[src/rtl/core/assert_macros.svh]
`ifndef ASSERT_MACROS_SVH
`define ASSERT_MACROS_SVH

// checked property, switched off while reset is applied
`define SRL_ASSERT(lbl, clk, rstn, prop) \
    lbl: assert property (@(posedge clk) disable iff (!rstn) prop) \
        else $error("srl assertion failed");

// checked property that also holds through reset
`define SRL_ASSERT_ALWAYS(lbl, clk, prop) \
    lbl: assert property (@(posedge clk) prop) \
        else $error("srl assertion failed");

`endif

[src/rtl/core/srl_pkg.sv]
package srl_pkg;

    // move phases
    localparam int PhaseWidth = 2;
    localparam logic [PhaseWidth-1:0] PhIdle   = 2'd0;
    localparam logic [PhaseWidth-1:0] PhSettle = 2'd1;
    localparam logic [PhaseWidth-1:0] PhLow    = 2'd2;
    localparam logic [PhaseWidth-1:0] PhHigh   = 2'd3;

    // command codes
    localparam logic CmdTick  = 1'b0;
    localparam logic CmdStart = 1'b1;

    // status codes
    localparam logic StatAlreadyThere = 1'b0;
    localparam logic StatArrived      = 1'b1;

    // register map
    localparam int AddrWidth = 5;
    localparam int DataWidth = 32;
    localparam logic [2:0] RegStartHalfPeriod = 3'd0;
    localparam logic [2:0] RegMinHalfPeriod   = 3'd1;
    localparam logic [2:0] RegRampEvery       = 3'd2;
    localparam logic [2:0] RegArriveSteps     = 3'd3;
    localparam logic [2:0] RegSettleTicks     = 3'd4;

    // register reset values
    localparam logic [15:0] RstStartHalfPeriod = 16'd1000;
    localparam logic [15:0] RstMinHalfPeriod   = 16'd250;
    localparam logic [7:0]  RstRampEvery       = 8'd2;
    localparam logic [15:0] RstArriveSteps     = 16'd600;
    localparam logic [15:0] RstSettleTicks     = 16'd10000;

    typedef struct packed {
        logic [15:0] start_half_period;
        logic [15:0] min_half_period;
        logic [7:0]  ramp_every;
        logic [15:0] arrive_steps;
        logic [15:0] settle_ticks;
    } cfg_t;

    typedef struct packed {
        logic command;
        logic direction;
        logic back_limit;
        logic out_limit;
    } item_t;

    typedef struct packed {
        logic step_pin;
        logic dir_pin;
        logic enable_pin;
        logic busy_res;
        logic status_valid;
        logic status;
    } res_t;

endpackage

[src/rtl/core/srl_cfg.sv]
module srl_cfg (
    input  logic                               aclk,
    input  logic                               aresetn,
    input  logic                               psel,
    input  logic                               penable,
    input  logic                               pwrite,
    input  logic [srl_pkg::AddrWidth-1:0]      paddr,
    input  logic [srl_pkg::DataWidth-1:0]      pwdata,
    output logic [srl_pkg::DataWidth-1:0]      prdata,
    output logic                               pready,
    output srl_pkg::cfg_t                      cfg
);

    srl_pkg::cfg_t cfg_reg;
    logic          wr_en;
    logic [2:0]    reg_idx;

    assign pready  = 1'b1;
    assign wr_en   = psel && penable && pwrite;
    assign reg_idx = paddr[srl_pkg::AddrWidth-1:2];
    assign cfg     = cfg_reg;

    // register writes, out-of-range addresses are dropped
    always_ff @(posedge aclk) begin
        if (!aresetn) begin
            cfg_reg.start_half_period <= srl_pkg::RstStartHalfPeriod;
            cfg_reg.min_half_period   <= srl_pkg::RstMinHalfPeriod;
            cfg_reg.ramp_every        <= srl_pkg::RstRampEvery;
            cfg_reg.arrive_steps      <= srl_pkg::RstArriveSteps;
            cfg_reg.settle_ticks      <= srl_pkg::RstSettleTicks;
        end else if (wr_en) begin
            case (reg_idx)
                srl_pkg::RegStartHalfPeriod: cfg_reg.start_half_period <= pwdata[15:0];
                srl_pkg::RegMinHalfPeriod:   cfg_reg.min_half_period   <= pwdata[15:0];
                srl_pkg::RegRampEvery:       cfg_reg.ramp_every        <= pwdata[7:0];
                srl_pkg::RegArriveSteps:     cfg_reg.arrive_steps      <= pwdata[15:0];
                srl_pkg::RegSettleTicks:     cfg_reg.settle_ticks      <= pwdata[15:0];
                default: ;
            endcase
        end
    end

    // read-back mux
    always_comb begin
        case (reg_idx)
            srl_pkg::RegStartHalfPeriod: prdata = 32'(cfg_reg.start_half_period);
            srl_pkg::RegMinHalfPeriod:   prdata = 32'(cfg_reg.min_half_period);
            srl_pkg::RegRampEvery:       prdata = 32'(cfg_reg.ramp_every);
            srl_pkg::RegArriveSteps:     prdata = 32'(cfg_reg.arrive_steps);
            srl_pkg::RegSettleTicks:     prdata = 32'(cfg_reg.settle_ticks);
            default:                     prdata = '0;
        endcase
    end

endmodule

[src/rtl/core/srl_core.sv]
`include "assert_macros.svh"

module srl_core #(
    parameter int TIMER_WIDTH = 16
) (
    input  logic           aclk,
    input  logic           aresetn,
    input  logic           advance,
    input  srl_pkg::item_t item,
    input  srl_pkg::cfg_t  cfg,
    output srl_pkg::res_t  res
);

    localparam int CmpWidth = (TIMER_WIDTH > 16) ? TIMER_WIDTH : 16;

    logic [srl_pkg::PhaseWidth-1:0] phase_reg, phase_next;
    logic [TIMER_WIDTH-1:0]         tick_timer_reg, tick_timer_next;
    logic [TIMER_WIDTH-1:0]         half_period_reg, half_period_next;
    logic [15:0]                    hit_count_reg, hit_count_next;
    logic [7:0]                     ramp_count_reg, ramp_count_next;
    logic                           move_dir_reg, move_dir_next;
    logic                           enable_reg, enable_next;

    logic                   wait_done;
    logic [TIMER_WIDTH-1:0] timer_dec;
    logic                   limit;
    logic [CmpWidth-1:0]    settle_ext, start_ext, min_ext, half_ext;
    logic [8:0]             ramp_sum;
    logic                   sval, stat;

    // timer countdown, values zero and one both expire on the first tick
    assign wait_done = (tick_timer_reg <= TIMER_WIDTH'(1));
    assign timer_dec = wait_done ? '0 : tick_timer_reg - TIMER_WIDTH'(1);
    assign limit     = move_dir_reg ? item.out_limit : item.back_limit;

    // register values brought to a common compare width
    assign settle_ext = CmpWidth'(cfg.settle_ticks);
    assign start_ext  = CmpWidth'(cfg.start_half_period);
    assign min_ext    = CmpWidth'(cfg.min_half_period);
    assign half_ext   = CmpWidth'(half_period_reg);
    assign ramp_sum   = {1'b0, ramp_count_reg} + 9'd1;

    // next-state logic for one item
    always_comb begin
        phase_next       = phase_reg;
        tick_timer_next  = tick_timer_reg;
        half_period_next = half_period_reg;
        hit_count_next   = hit_count_reg;
        ramp_count_next  = ramp_count_reg;
        move_dir_next    = move_dir_reg;
        enable_next      = enable_reg;
        sval             = 1'b0;
        stat             = srl_pkg::StatAlreadyThere;

        if (item.command == srl_pkg::CmdStart) begin
            // start is ignored while a move runs
            if (phase_reg == srl_pkg::PhIdle) begin
                enable_next      = 1'b1;
                move_dir_next    = item.direction;
                tick_timer_next  = settle_ext[TIMER_WIDTH-1:0];
                half_period_next = start_ext[TIMER_WIDTH-1:0];
                hit_count_next   = '0;
                ramp_count_next  = '0;
                phase_next       = srl_pkg::PhSettle;
            end
        end else begin
            case (phase_reg)
                srl_pkg::PhSettle: begin
                    tick_timer_next = timer_dec;
                    if (wait_done) begin
                        if (limit) begin
                            phase_next = srl_pkg::PhIdle;
                            sval       = 1'b1;
                        end else if (cfg.arrive_steps == 16'd0) begin
                            enable_next = 1'b0;
                            phase_next  = srl_pkg::PhIdle;
                            sval        = 1'b1;
                            stat        = srl_pkg::StatArrived;
                        end else begin
                            phase_next      = srl_pkg::PhLow;
                            tick_timer_next = half_period_reg;
                        end
                    end
                end
                srl_pkg::PhLow: begin
                    tick_timer_next = timer_dec;
                    if (wait_done) begin
                        phase_next      = srl_pkg::PhHigh;
                        tick_timer_next = half_period_reg;
                    end
                end
                srl_pkg::PhHigh: begin
                    tick_timer_next = timer_dec;
                    if (wait_done) begin
                        // hit count saturates, an inactive limit clears it
                        if (limit) begin
                            if (hit_count_reg != 16'hFFFF) begin
                                hit_count_next = hit_count_reg + 16'd1;
                            end
                        end else begin
                            hit_count_next = '0;
                        end
                        // ramp: one tick off the half-period every ramp_every steps, down to min_half_period
                        if (ramp_sum >= {1'b0, cfg.ramp_every}) begin
                            ramp_count_next = '0;
                            if (half_ext > min_ext) begin
                                half_period_next = half_period_reg - TIMER_WIDTH'(1);
                            end
                        end else begin
                            ramp_count_next = ramp_sum[7:0];
                        end
                        if (hit_count_next >= cfg.arrive_steps) begin
                            enable_next = 1'b0;
                            phase_next  = srl_pkg::PhIdle;
                            sval        = 1'b1;
                            stat        = srl_pkg::StatArrived;
                        end else begin
                            phase_next      = srl_pkg::PhLow;
                            tick_timer_next = half_period_next;
                        end
                    end
                end
                default: ;
            endcase
        end
    end

    // result for this item
    assign res.step_pin     = (phase_next != srl_pkg::PhLow);
    assign res.dir_pin      = move_dir_next;
    assign res.enable_pin   = enable_next;
    assign res.busy_res     = (phase_next != srl_pkg::PhIdle);
    assign res.status_valid = sval;
    assign res.status       = stat;

    // control state
    always_ff @(posedge aclk) begin
        if (!aresetn) begin
            phase_reg       <= srl_pkg::PhIdle;
            tick_timer_reg  <= '0;
            half_period_reg <= '0;
            hit_count_reg   <= '0;
            ramp_count_reg  <= '0;
            move_dir_reg    <= 1'b1;
            enable_reg      <= 1'b0;
        end else if (advance) begin
            phase_reg       <= phase_next;
            tick_timer_reg  <= tick_timer_next;
            half_period_reg <= half_period_next;
            hit_count_reg   <= hit_count_next;
            ramp_count_reg  <= ramp_count_next;
            move_dir_reg    <= move_dir_next;
            enable_reg      <= enable_next;
        end
    end

    // checks
    `SRL_ASSERT_ALWAYS(a_reset_idle, aclk, !aresetn |=> phase_reg == srl_pkg::PhIdle)
    `SRL_ASSERT(a_step_enabled, aclk, aresetn, (phase_reg == srl_pkg::PhLow || phase_reg == srl_pkg::PhHigh) |-> enable_reg)
    `SRL_ASSERT(a_hold_state, aclk, aresetn, (aresetn && !advance) |=> ($stable(phase_reg) && $stable(tick_timer_reg) && $stable(hit_count_reg)))
    `SRL_ASSERT(a_done_idle, aclk, aresetn, (advance && res.status_valid) |=> phase_reg == srl_pkg::PhIdle)

endmodule

[src/rtl/core/stepper_ramp_to_limit_top.sv]
// channel  | handshake          | payload
// s_       | s_valid / s_ready  | s_command s_direction s_back_limit s_out_limit
// m_       | m_valid / m_ready  | m_step_pin m_dir_pin m_enable_pin m_busy_res
//          |                    | m_status_valid m_status
// apb      | psel penable pready| paddr pwdata pwrite prdata
//
// one item per clock while m_ready is high; the result register loads when the held item advances
// the pace is set by the single state update per item between input and result registers
// aresetn is synchronous, active low, and clears the move state, valid flags and config registers
// while m_ready is low the result holds and one further item waits in the input register
module stepper_ramp_to_limit_top #(
    parameter int TIMER_WIDTH = 16
) (
    input  logic                          aclk,
    input  logic                          aresetn,
    // input channel
    input  logic                          s_valid,
    output logic                          s_ready,
    input  logic                          s_command,
    input  logic                          s_direction,
    input  logic                          s_back_limit,
    input  logic                          s_out_limit,
    // result channel
    output logic                          m_valid,
    input  logic                          m_ready,
    output logic                          m_step_pin,
    output logic                          m_dir_pin,
    output logic                          m_enable_pin,
    output logic                          m_busy_res,
    output logic                          m_status_valid,
    output logic                          m_status,
    // configuration port
    input  logic                          psel,
    input  logic                          penable,
    input  logic                          pwrite,
    input  logic [srl_pkg::AddrWidth-1:0] paddr,
    input  logic [srl_pkg::DataWidth-1:0] pwdata,
    output logic [srl_pkg::DataWidth-1:0] prdata,
    output logic                          pready
);

    srl_pkg::item_t item_reg;
    logic           in_valid_reg;
    srl_pkg::res_t  res_reg, res_comb;
    logic           out_valid_reg;
    srl_pkg::cfg_t  cfg;
    logic           advance;

    // an item moves on when the result register is free or being emptied
    assign advance = in_valid_reg && (!out_valid_reg || m_ready);
    assign s_ready = !in_valid_reg || advance;
    assign m_valid = out_valid_reg;

    // input register
    always_ff @(posedge aclk) begin
        if (!aresetn) begin
            in_valid_reg <= 1'b0;
        end else if (s_ready) begin
            in_valid_reg <= s_valid;
        end
    end

    always_ff @(posedge aclk) begin
        if (s_valid && s_ready) begin
            item_reg.command    <= s_command;
            item_reg.direction  <= s_direction;
            item_reg.back_limit <= s_back_limit;
            item_reg.out_limit  <= s_out_limit;
        end
    end

    srl_cfg u_cfg (
        .aclk    (aclk),
        .aresetn (aresetn),
        .psel    (psel),
        .penable (penable),
        .pwrite  (pwrite),
        .paddr   (paddr),
        .pwdata  (pwdata),
        .prdata  (prdata),
        .pready  (pready),
        .cfg     (cfg)
    );

    srl_core #(
        .TIMER_WIDTH (TIMER_WIDTH)
    ) u_core (
        .aclk    (aclk),
        .aresetn (aresetn),
        .advance (advance),
        .item    (item_reg),
        .cfg     (cfg),
        .res     (res_comb)
    );

    // result register
    always_ff @(posedge aclk) begin
        if (!aresetn) begin
            out_valid_reg <= 1'b0;
        end else if (advance) begin
            out_valid_reg <= 1'b1;
        end else if (m_ready) begin
            out_valid_reg <= 1'b0;
        end
    end

    always_ff @(posedge aclk) begin
        if (advance) begin
            res_reg <= res_comb;
        end
    end

    assign m_step_pin     = res_reg.step_pin;
    assign m_dir_pin      = res_reg.dir_pin;
    assign m_enable_pin   = res_reg.enable_pin;
    assign m_busy_res     = res_reg.busy_res;
    assign m_status_valid = res_reg.status_valid;
    assign m_status       = res_reg.status;

endmodule
[config.mk]
export PLATFORM = sky130hd
export DESIGN_NAME = stepper_ramp_to_limit_top
export DESIGN_NICKNAME = d
export VERILOG_FILES = /design/src/rtl/core/srl_pkg.sv /design/src/rtl/core/srl_cfg.sv /design/src/rtl/core/srl_core.sv /design/src/rtl/core/stepper_ramp_to_limit_top.sv
export VERILOG_INCLUDE_DIRS = /design/src /design/src/rtl/core
export SDC_FILE = /design/constraint.sdc
export NUM_CORES = 1
export LEC_CHECK = 0
export BUFFER_PORTS_ARGS = -buffer_cell sky130_fd_sc_hd__clkbuf_2
export CAP_MARGIN = 5
export CORE_MARGIN = 8
export CORE_UTILIZATION = 60
export CTS_BUF_LIST = sky130_fd_sc_hd__clkbuf_4 sky130_fd_sc_hd__clkbuf_8 sky130_fd_sc_hd__clkbuf_16
export DETAILED_ROUTE_END_ITERATION = 8
export HOLD_SLACK_MARGIN = 0.1
export PLACE_DENSITY_LB_ADDON = 0.05
export SETUP_SLACK_MARGIN = 0.02
export SLEW_MARGIN = 10
export SYNTH_ARGS = -nofsm -noshare
export SYNTH_HDL_FRONTEND = slang
export SYNTH_HIERARCHICAL = 1
export SYNTH_SLANG_ARGS = --single-unit
[constraint.sdc]
create_clock -name aclk -period 5 [get_ports aclk]
set_clock_uncertainty 0.1 [all_clocks]
set_input_delay 0.5 -clock aclk [delete_from_list [all_inputs] [get_ports aclk]]
set_output_delay 0.5 -clock aclk [all_outputs]
set_load 0.005 [all_outputs]
==> metrics.txt, run 1 <==
synth top area cells=dfxtp_1 (29%), mux2i_1 (8.1%), ha_1 (6.1%); Sequential Power Share=0.407; R2R cell count=15; Yosys top cell by area=dfxtp_1; Final WS setup=between 400 and 500 ps; boundary pin count=slightly below 90; worst min-delay path class=in -> reg; Avg Cell Area, Syn=8.25 um2; smallest hold slack=roughly 150 ps; Area growth syn-to-layout=8.92%; Synth top area share=0.288; min Tclk post-route=~4500 ps; leak pwr=between 4 and 5 nW; post-CTS setup buffer count=0; WHS Endpoint=item_reg[3]; die area=a little under 20,000 um2; net switching power=0.850 mW; TNS Setup=0 ps; die width=between 100 and 150 um; kind of end point of the critical path=flip-flop; CTS Hold Bufs=0; clk_lat worst skew=roughly 430 ps; synth warn=6; Clock power frac=0.451; Synth Flop Type=dfxtp_1; fillers=1,291; FFs w/ async S/R, synth=0; Critical Path AT=around 4800 ps; fraction of layout cells with a size suffix above 1=0.119; CTS buffer count=17; Hold Startpoint=s_command; peak supply drop=approximately 0.25 mV; Iter 0 DRT Violations=approximately 1.0k; RSZ-0062 raised after global routing=no; vias in the first global route=~8k; largest net degree at the start of global routing=76; max cap viols=0; Slew @ Worst Pin=between 1000 and 1500 ps; post-cts repair resize count=0; total track usage=0.266; Synth Cell Area=slightly above 9000 um2; placed cells=1,309; clock buffer depth=2; via-per-instance ratio=6.41; Setup-failing EPs final=0; Max Fclk=221 MHz; startpoint types=flip-flop; Place WS=approximately 560 ps; Final period util=0.906; RePlAce Congestion=0.900; Pins Over Slew Limit=0; initial core utilization=0.612; Reg2Reg Setup Slack=between 400 and 500 ps; Die Ht=between 100 and 150 um; initial antenna violation count=1; WL/cell=19.7 um; Pint=2.11 mW; CTS sink cnt=roughly 140; Final ANT Viol Nets=0; r2r startpoint=u_core/hit_count_reg[3]; sequential fraction of the synthesis area=0.321; hold depth=1; worst r2r dst=u_core/tick_timer_reg[6]; sw frac=0.287; CP Data Required Time=about 5200 ps; standard-cell rows=45; fin cells=~1.3k; WL final=26,500 um; Detailed Routing Iterations Pass 1=5; antenna cell count=0; Clock transition at path regs=roughly 70 ps; max reg flops=72; HPWL Detailed=19,000 um; H-tree depth=4; TritonCTS clock tree=yes; Max-slew headroom=0.262; Netlist cell types=just under 80; vias=~8.6k; total grt overflow=0; number of synthesized register bits=roughly 140; Multi-input gate area=about 5700 um2; nets@finish=around 1.2k; Post-route DRC=0; Post-synth EDFFs=10; CP max FO=18; CTS root buf=clkbuf_16; final core occ=0.666; critical path class=reg -> reg; # port buffers=53; Hold Violations, Final=0; register area=2980 um2; first-pass GRT wire length=approximately 42,000 um; Core Region=15,200 um2; outcome=complete, no violations; PD cells=approximately 290 nW/um2; Comb pwr share=0.142; Post-Syn Instances=approximately 1.1k
kinds of logic (layout without fill, tap and decap cells):
group	count (synthesis)	count (layout)	synth area share
xor gates and xnor gates	30	30	0.0282
adders and majority gates	45	45	0.0605
AOI/OAI and AO/OA	275	275	0.200
muxes	91	91	0.100
and+or+nand+nor	387	387	0.212
other	2	17	0.000807
buffers and inverters	153	164	0.0769
DFF	144	144	0.321
area by class of cell:
type                            count  area share
Timing Repair Buffer               68      0.0375
Inverter                           64      0.0237
Clock buffer                       18      0.0445
Tap cell                          188      0.0232
Multi-Input combinational cell    845       0.560
Sequential cell                   144       0.294
Clock inverter                     14      0.0169
worst max-delay path, cell delays in order (launching register included):
cell and delay (ps):
dfxtp_1 430, and4_1 330, nand4_1 260, or4_1 670, nand4_1 160, xor2_1 150, nor2_1 70, ha_1 310
a22o_1 180, nor4_1 210, o21ai_0 300, a2111oi_4 360, buf_4 290, inv_2 120, o211a_1 240, o31ai_1 240
cells in the mapped netlist, drive strengths merged, types with 9 or more instances:
cell type  number
a22oi          28
nor2           64
or3            22
buf            40
edfxtp         10
o211ai         21
inv            64
a32o           11
nor2b          23
a21oi          68
o31ai          10
dfxtp         134
nand2b         10
mux2i          75
clkbuf         49
o21a            9
nand4          20
xnor2          14
ha             45
a21o            9
nand2         136
mux2           16
nor3           18
o21ai          53
xor2           16
or4             9
nand3          37
nor4           17
o22ai          10
power by group through the flow:
stage / clock, mW / combinational (mW) / sequential (mW)
3_5_place_dp: 0 / 0.409 / 1.23
3_3_place_gp: 0 / 0.404 / 1.23
2_1_floorplan: 0 / 0.317 / 1.22
5_1_grt: 1.40 / 0.456 / 1.21
4_1_cts: 1.35 / 0.412 / 1.21
6_report: 1.34 / 0.420 / 1.21
routing by layer:
metal	track usage	vias to the layer above	routed length, um
met1	0.373	4097	12100
met3	0.0547	44	2270
met4	0.0781	0	524
met2	0.404	371	11500
li1	-	4084	-
met5	0	-	0
how the worst max path moves through the flow:
stage | from | to | slack, ps | cells after the start
after floorplan | u_core/hit_count_reg[3] | m_enable_pin | 640 | 15
after global placement | u_core/hit_count_reg[3] | u_core/tick_timer_reg[9] | 650 | 15
after detailed placement | u_core/hit_count_reg[3] | u_core/tick_timer_reg[9] | 560 | 15
after CTS | u_core/hit_count_reg[3] | u_core/tick_timer_reg[6] | 540 | 15
after global routing | u_core/hit_count_reg[3] | u_core/tick_timer_reg[2] | 80 | 15
final | u_core/hit_count_reg[3] | u_core/tick_timer_reg[6] | 470 | 15
layout by cell type, fill, tap and decap left out, drive strengths merged, types with 7 or more instances in the layout:
cell type | synthesis | layout
clkbuf | 49 | 70
a31oi | 7 | 7
dfxtp | 134 | 134
nand4 | 20 | 20
ha | 45 | 45
a21o | 9 | 9
or4 | 9 | 9
xnor2 | 14 | 14
and3 | 8 | 8
a22oi | 28 | 28
nor2 | 64 | 64
a2bb2oi | 8 | 8
inv | 64 | 70
o21a | 9 | 9
nor3 | 18 | 18
conb | 2 | 17
o31ai | 10 | 10
nor4 | 17 | 17
o22ai | 10 | 10
nand2 | 136 | 136
nor2b | 23 | 23
buf | 40 | 16
edfxtp | 10 | 10
a21oi | 68 | 68
o21ai | 53 | 53
nand2b | 10 | 10
mux2 | 16 | 16
mux2i | 75 | 75
a32o | 11 | 11
o211ai | 21 | 21
nand3 | 37 | 37
or3 | 22 | 22
xor2 | 16 | 16
per-stage QoR:
step / cell area (um2) / total power [mW]
2_1_floorplan: 9360 / 1.54
6_report: 10100 / 2.96
3_5_place_dp: 9510 / 1.64
5_1_grt: 10100 / 3.07
4_1_cts: 10100 / 2.97
3_3_place_gp: 9510 / 1.64
Power figures use the tool's default switching activity.
==> run 2, diff against run 1 <==
- CORE_ASPECT_RATIO: not set -> 2
- SLEW_MARGIN: 10 -> 30
==> metrics.txt, run 2 (synthesized netlist as in run 1, its figures left out) <==
outcome=complete, no violations; PD cells=291 nW/um2; WL/cell=between 20 and 25 um; startpoint types=flip-flop; Sequential Power Share=0.409; most common cell after layout, fill and taps aside=nand2_1; peak supply drop=between 0.2 and 0.25 mV; standard-cell rows=between 60 and 70; Die Ht=192 um; initial antenna violation count=0; via-per-instance ratio=6.43; antenna cell count=0; Setup-failing EPs final=0; CTS sink cnt=around 140; cell seen most often among critical-path stages=nand4_1; post-CTS setup buffer count=0; CTS buffer count=17; # port buffers=53; RePlAce Congestion=around 0.99; Pins Over Slew Limit=0; Final period util=0.924; CP max-delay cell=or4_1; H-tree depth=4; max cap viols=0; Post-route DRC=0; total grt overflow=0; Iter 0 DRT Violations=around 630; HPWL Detailed=between 20,000 and 25,000 um; cell area after layout=~10,000 um2; most frequent cells in the layout=nand2_1 (136), dfxtp_1 (134), mux2i_1 (75); Clock transition at path regs=roughly 60 ps; Critical Path AT=4880 ps; Core Region=approximately 15,000 um2; final core occ=0.667; fillers=approximately 1.3k; vias in the first global route=~8.6k; Comb pwr share=0.143; Pint=approximately 2.1 mW; sw frac=0.283; clock buffer depth=2; Detailed Routing Iterations Pass 1=6; CP Data Required Time=around 5300 ps; clk_lat worst skew=around 420 ps; RSZ-0062 raised after global routing=no; die area=around 20,000 um2; fraction of layout cells with a size suffix above 1=0.121; register area=2980 um2; TNS Setup=0 ps; smallest hold slack=about 160 ps; min Tclk post-route=around 4600 ps; Slew @ Worst Pin=between 900 and 1000 ps; post-cts repair resize count=0; Multi-input gate area=5670 um2; nets@finish=1,235; crit-path cells=and4_1 -> nand4_1 -> or4_1 -> nand4_1 -> xor2_1 -> nor2_1 -> ha_1 -> a22o_1 -> nor4_1 -> o21ai_0 -> a2111oi_4 -> buf_4 -> nand2_1 -> mux2_2 -> a21oi_1; CTS Hold Bufs=0; leak pwr=about 4.2 nW; initial core utilization=0.611; vias=approximately 8.7k; placed cells=about 1.3k; Max-slew headroom=0.397; total track usage=0.279; Max Fclk=approximately 220 MHz; max reg flops=between 70 and 80; Clock power frac=0.448; fin cells=between 1k and 1.5k; Final ANT Viol Nets=0; critical path class=reg -> reg; boundary pin count=89; CTS root buf=clkbuf_16; net switching power=0.836 mW; first-pass GRT wire length=44,500 um; largest net degree at the start of global routing=68; WL final=between 20,000 and 30,000 um; Area growth syn-to-layout=9.12%; Placement Cell Area=9540 um2; TritonCTS clock tree=yes; CP max FO=9; Crit path largest cell delay=slightly below 700 ps; Hold Violations, Final=0; die width=between 100 and 150 um; kind of end point of the critical path=flip-flop; Critical path buffers and inverters=1; family with the most delay on the worst path=simple AND/OR/NAND/NOR gates; worst min-delay path class=in -> reg
-- run 2: cell types whose count changed in the layout (fill, tap and decap cells not counted), sizes merged --
cell,delta
buf,+2
inv,-1
clkbuf,+1
-- run 2: final timing paths --
path / from / end / slack, ps / cells past startpoint
hold / removal: s_out_limit / item_reg[0] / 160 / 1
setup reg to reg: u_core/hit_count_reg[3] / u_core/tick_timer_reg[15] / 380 / 15
hold reg to reg: u_cfg/cfg[37] / u_cfg/cfg[37] / 370 / 2
setup / recovery: u_core/hit_count_reg[3] / u_core/tick_timer_reg[15] / 380 / 15
-- run 2: final cells by class --
cell class / instances / area share
timing repair buffer: 70 / 0.0390
clock buffer: 19 / 0.0457
inverter: 64 / 0.0237
sequential: 144 / 0.294
multi-input combinational: 845 / 0.559
tap: 198 / 0.0244
clock inverter: 13 / 0.0145
-- run 2: through the flow --
stage               power, mW  worst slack, ps
global route             3.06              111
detailed placement       1.64              495
global placement         1.64              584
floorplan                1.54              641
finish                   2.96              378
CTS                      2.96              452
-- run 2: power by group through the flow --
stage | Sequential (mW) | Clock [mW] | Combinational (mW)
after floorplan | 1.22 | 0 | 0.317
after global placement | 1.23 | 0 | 0.409
after detailed placement | 1.23 | 0 | 0.411
after CTS | 1.21 | 1.34 | 0.415
after global routing | 1.21 | 1.39 | 0.457
final | 1.21 | 1.32 | 0.424
-- run 2: metal layers --
| metal | up-vias | routed length, um | global-route usage |
|---|---|---|---|
| li1 | 4085 | - | - |
| met1 | 4128 | 10500 | 0.286 |
| met5 | - | 0 | 0 |
| met2 | 374 | 14500 | 0.508 |
| met4 | 0 | 1540 | 0.186 |
| met3 | 114 | 1610 | 0.0484 |
==> run 3, diff against run 2 <==
- CORE_MARGIN: 8 -> 5
==> metrics.txt, run 3 (synthesized netlist as in run 1, its figures left out) <==
outcome=complete, no violations; initial core utilization=0.608; RSZ-0062 raised after global routing=no; die area=18,200 um2; standard-cell rows=64; RePlAce Congestion=slightly above 0.9; HPWL Detailed=roughly 21,000 um; CP Data Required Time=approximately 5200 ps; Area growth syn-to-layout=9.08%; Clock power frac=0.447; final core occ=0.663; nets@finish=1,235; Sequential Power Share=0.410; startpoint types=flip-flop; initial antenna violation count=0; antenna cell count=0; WHS Endpoint=item_reg[2]; Iter 0 DRT Violations=761; H-tree depth=4; TNS Setup=0 ps; TritonCTS clock tree=yes; CP max FO=18; Final ANT Viol Nets=0; CTS buffer count=17; Setup-failing EPs final=0; Core Region=around 15,000 um2; CTS root buf=clkbuf_16; max reg flops=between 70 and 80; Pint=around 2.1 mW; fin cells=1,353; Max-slew headroom=0.363; Detailed Routing Iterations Pass 1=5; die width=98.0 um; Clock transition at path regs=about 60 ps; R2R cell count=15; total track usage=0.307; Hold Violations, Final=0; WL final=about 28,000 um; Final WS setup=approximately 430 ps; Slew @ Worst Pin=between 900 and 1000 ps; min Tclk post-route=4570 ps; CTS sink cnt=144; vias in the first global route=approximately 8.5k; placed cells=between 1k and 1.5k; Pins Over Slew Limit=0; most common cell after layout, fill and taps aside=nand2_1; Place WS=515 ps; PD cells=roughly 290 nW/um2; net switching power=between 0.8 and 0.9 mW; largest net degree at the start of global routing=around 90; Final period util=0.914; leak pwr=approximately 4.2 nW; total grt overflow=0; fraction of layout cells with a size suffix above 1=0.122; WL/cell=between 20 and 25 um; post-CTS setup buffer count=0; Post-route DRC=0; worst min-delay path class=in -> reg; worst r2r dst=u_core/tick_timer_reg[6]; Die Ht=186 um; hold depth=1; CTS Hold Bufs=0; Critical Path AT=4800 ps; # port buffers=53; register area=around 3000 um2; Comb pwr share=0.144; vias=about 8.5k; via-per-instance ratio=~6.3; fillers=around 1.4k; critical path class=reg -> reg; Reg2Reg Setup Slack=between 400 and 500 ps; Max Fclk=approximately 220 MHz; critical path startpoint=u_core/hit_count_reg[3]; Multi-input gate area=approximately 5700 um2; clock buffer depth=2; kind of end point of the critical path=flip-flop; first-pass GRT wire length=around 44,000 um; sw frac=0.285; post-cts repair resize count=0; Hold Startpoint=s_direction; clk_lat worst skew=around 430 ps; most frequent cells in the layout=nand2_1 (136), dfxtp_1 (134), mux2i_1 (75); r2r startpoint=u_core/hit_count_reg[3]; peak supply drop=about 0.25 mV; max cap viols=0; boundary pin count=just under 90
==> run 3: cell types whose count changed in the layout (fill, tap and decap cells not counted) <==
cell and delta:
clkinv_1 -1, clkbuf_4 +1, clkbuf_8 -1, nor2_1 -1
inv_1 +1, nor2_2 +1
==> run 3: critical path: stages (launching register included) <==
cell and delay (ps):
dfxtp_1 440, and4_1 330, nand4_1 280, or4_1 680, nand4_1 170, xor2_1 160, nor2_1 80, ha_1 310
a22o_1 180, nor4_1 210, o21ai_0 250, a2111oi_4 340, buf_4 300, inv_2 140, o211a_1 250, o31ai_1 260
==> run 3: routing by layer <==
layer / share of wire / up-vias / track usage
met5: 0 / - / 0
met4: 0.066 / 0 / 0.210
met3: 0.051 / 111 / 0.0491
met2: 0.51 / 339 / 0.551
met1: 0.37 / 4009 / 0.327
li1: - / 4085 / -
==> run 3: through the flow <==
step | cell area [um2] | hold WS, ps | power [mW]
2_1_floorplan | 9360 | 345 | 1.54
3_3_place_gp | 9540 | 360 | 1.64
3_5_place_dp | 9540 | 367 | 1.65
4_1_cts | 10100 | 135 | 2.96
5_1_grt | 10100 | 139 | 3.05
6_report | 10100 | 146 | 2.95
==> run 3: how the worst max path moves through the flow <==
stage	cells past startpoint	to	slack [ps]
finish	15	u_core/tick_timer_reg[6]	430
CTS	15	u_core/tick_timer_reg[6]	480
floorplan	15	m_enable_pin	640
global route	15	u_core/tick_timer_reg[6]	70
global placement	15	u_core/tick_timer_reg[6]	620
detailed placement	15	u_core/tick_timer_reg[6]	510
==> run 3: power groups by stage <==
stage | sequential, mW | combinational, mW | clock [mW]
CTS | 1.21 | 0.416 | 1.34
floorplan | 1.22 | 0.317 | 0
finish | 1.21 | 0.424 | 1.32
global placement | 1.23 | 0.408 | 0
detailed placement | 1.23 | 0.412 | 0
global route | 1.21 | 0.459 | 1.38
==> run 3: cell type report <==
type                       instances  share of cell area
multi-input combinational        845               0.559
sequential                       144               0.294
clock buffer                      19              0.0451
timing repair buffer              70              0.0390
tap                              198              0.0244
inverter                          64              0.0237
clock inverter                    13              0.0146
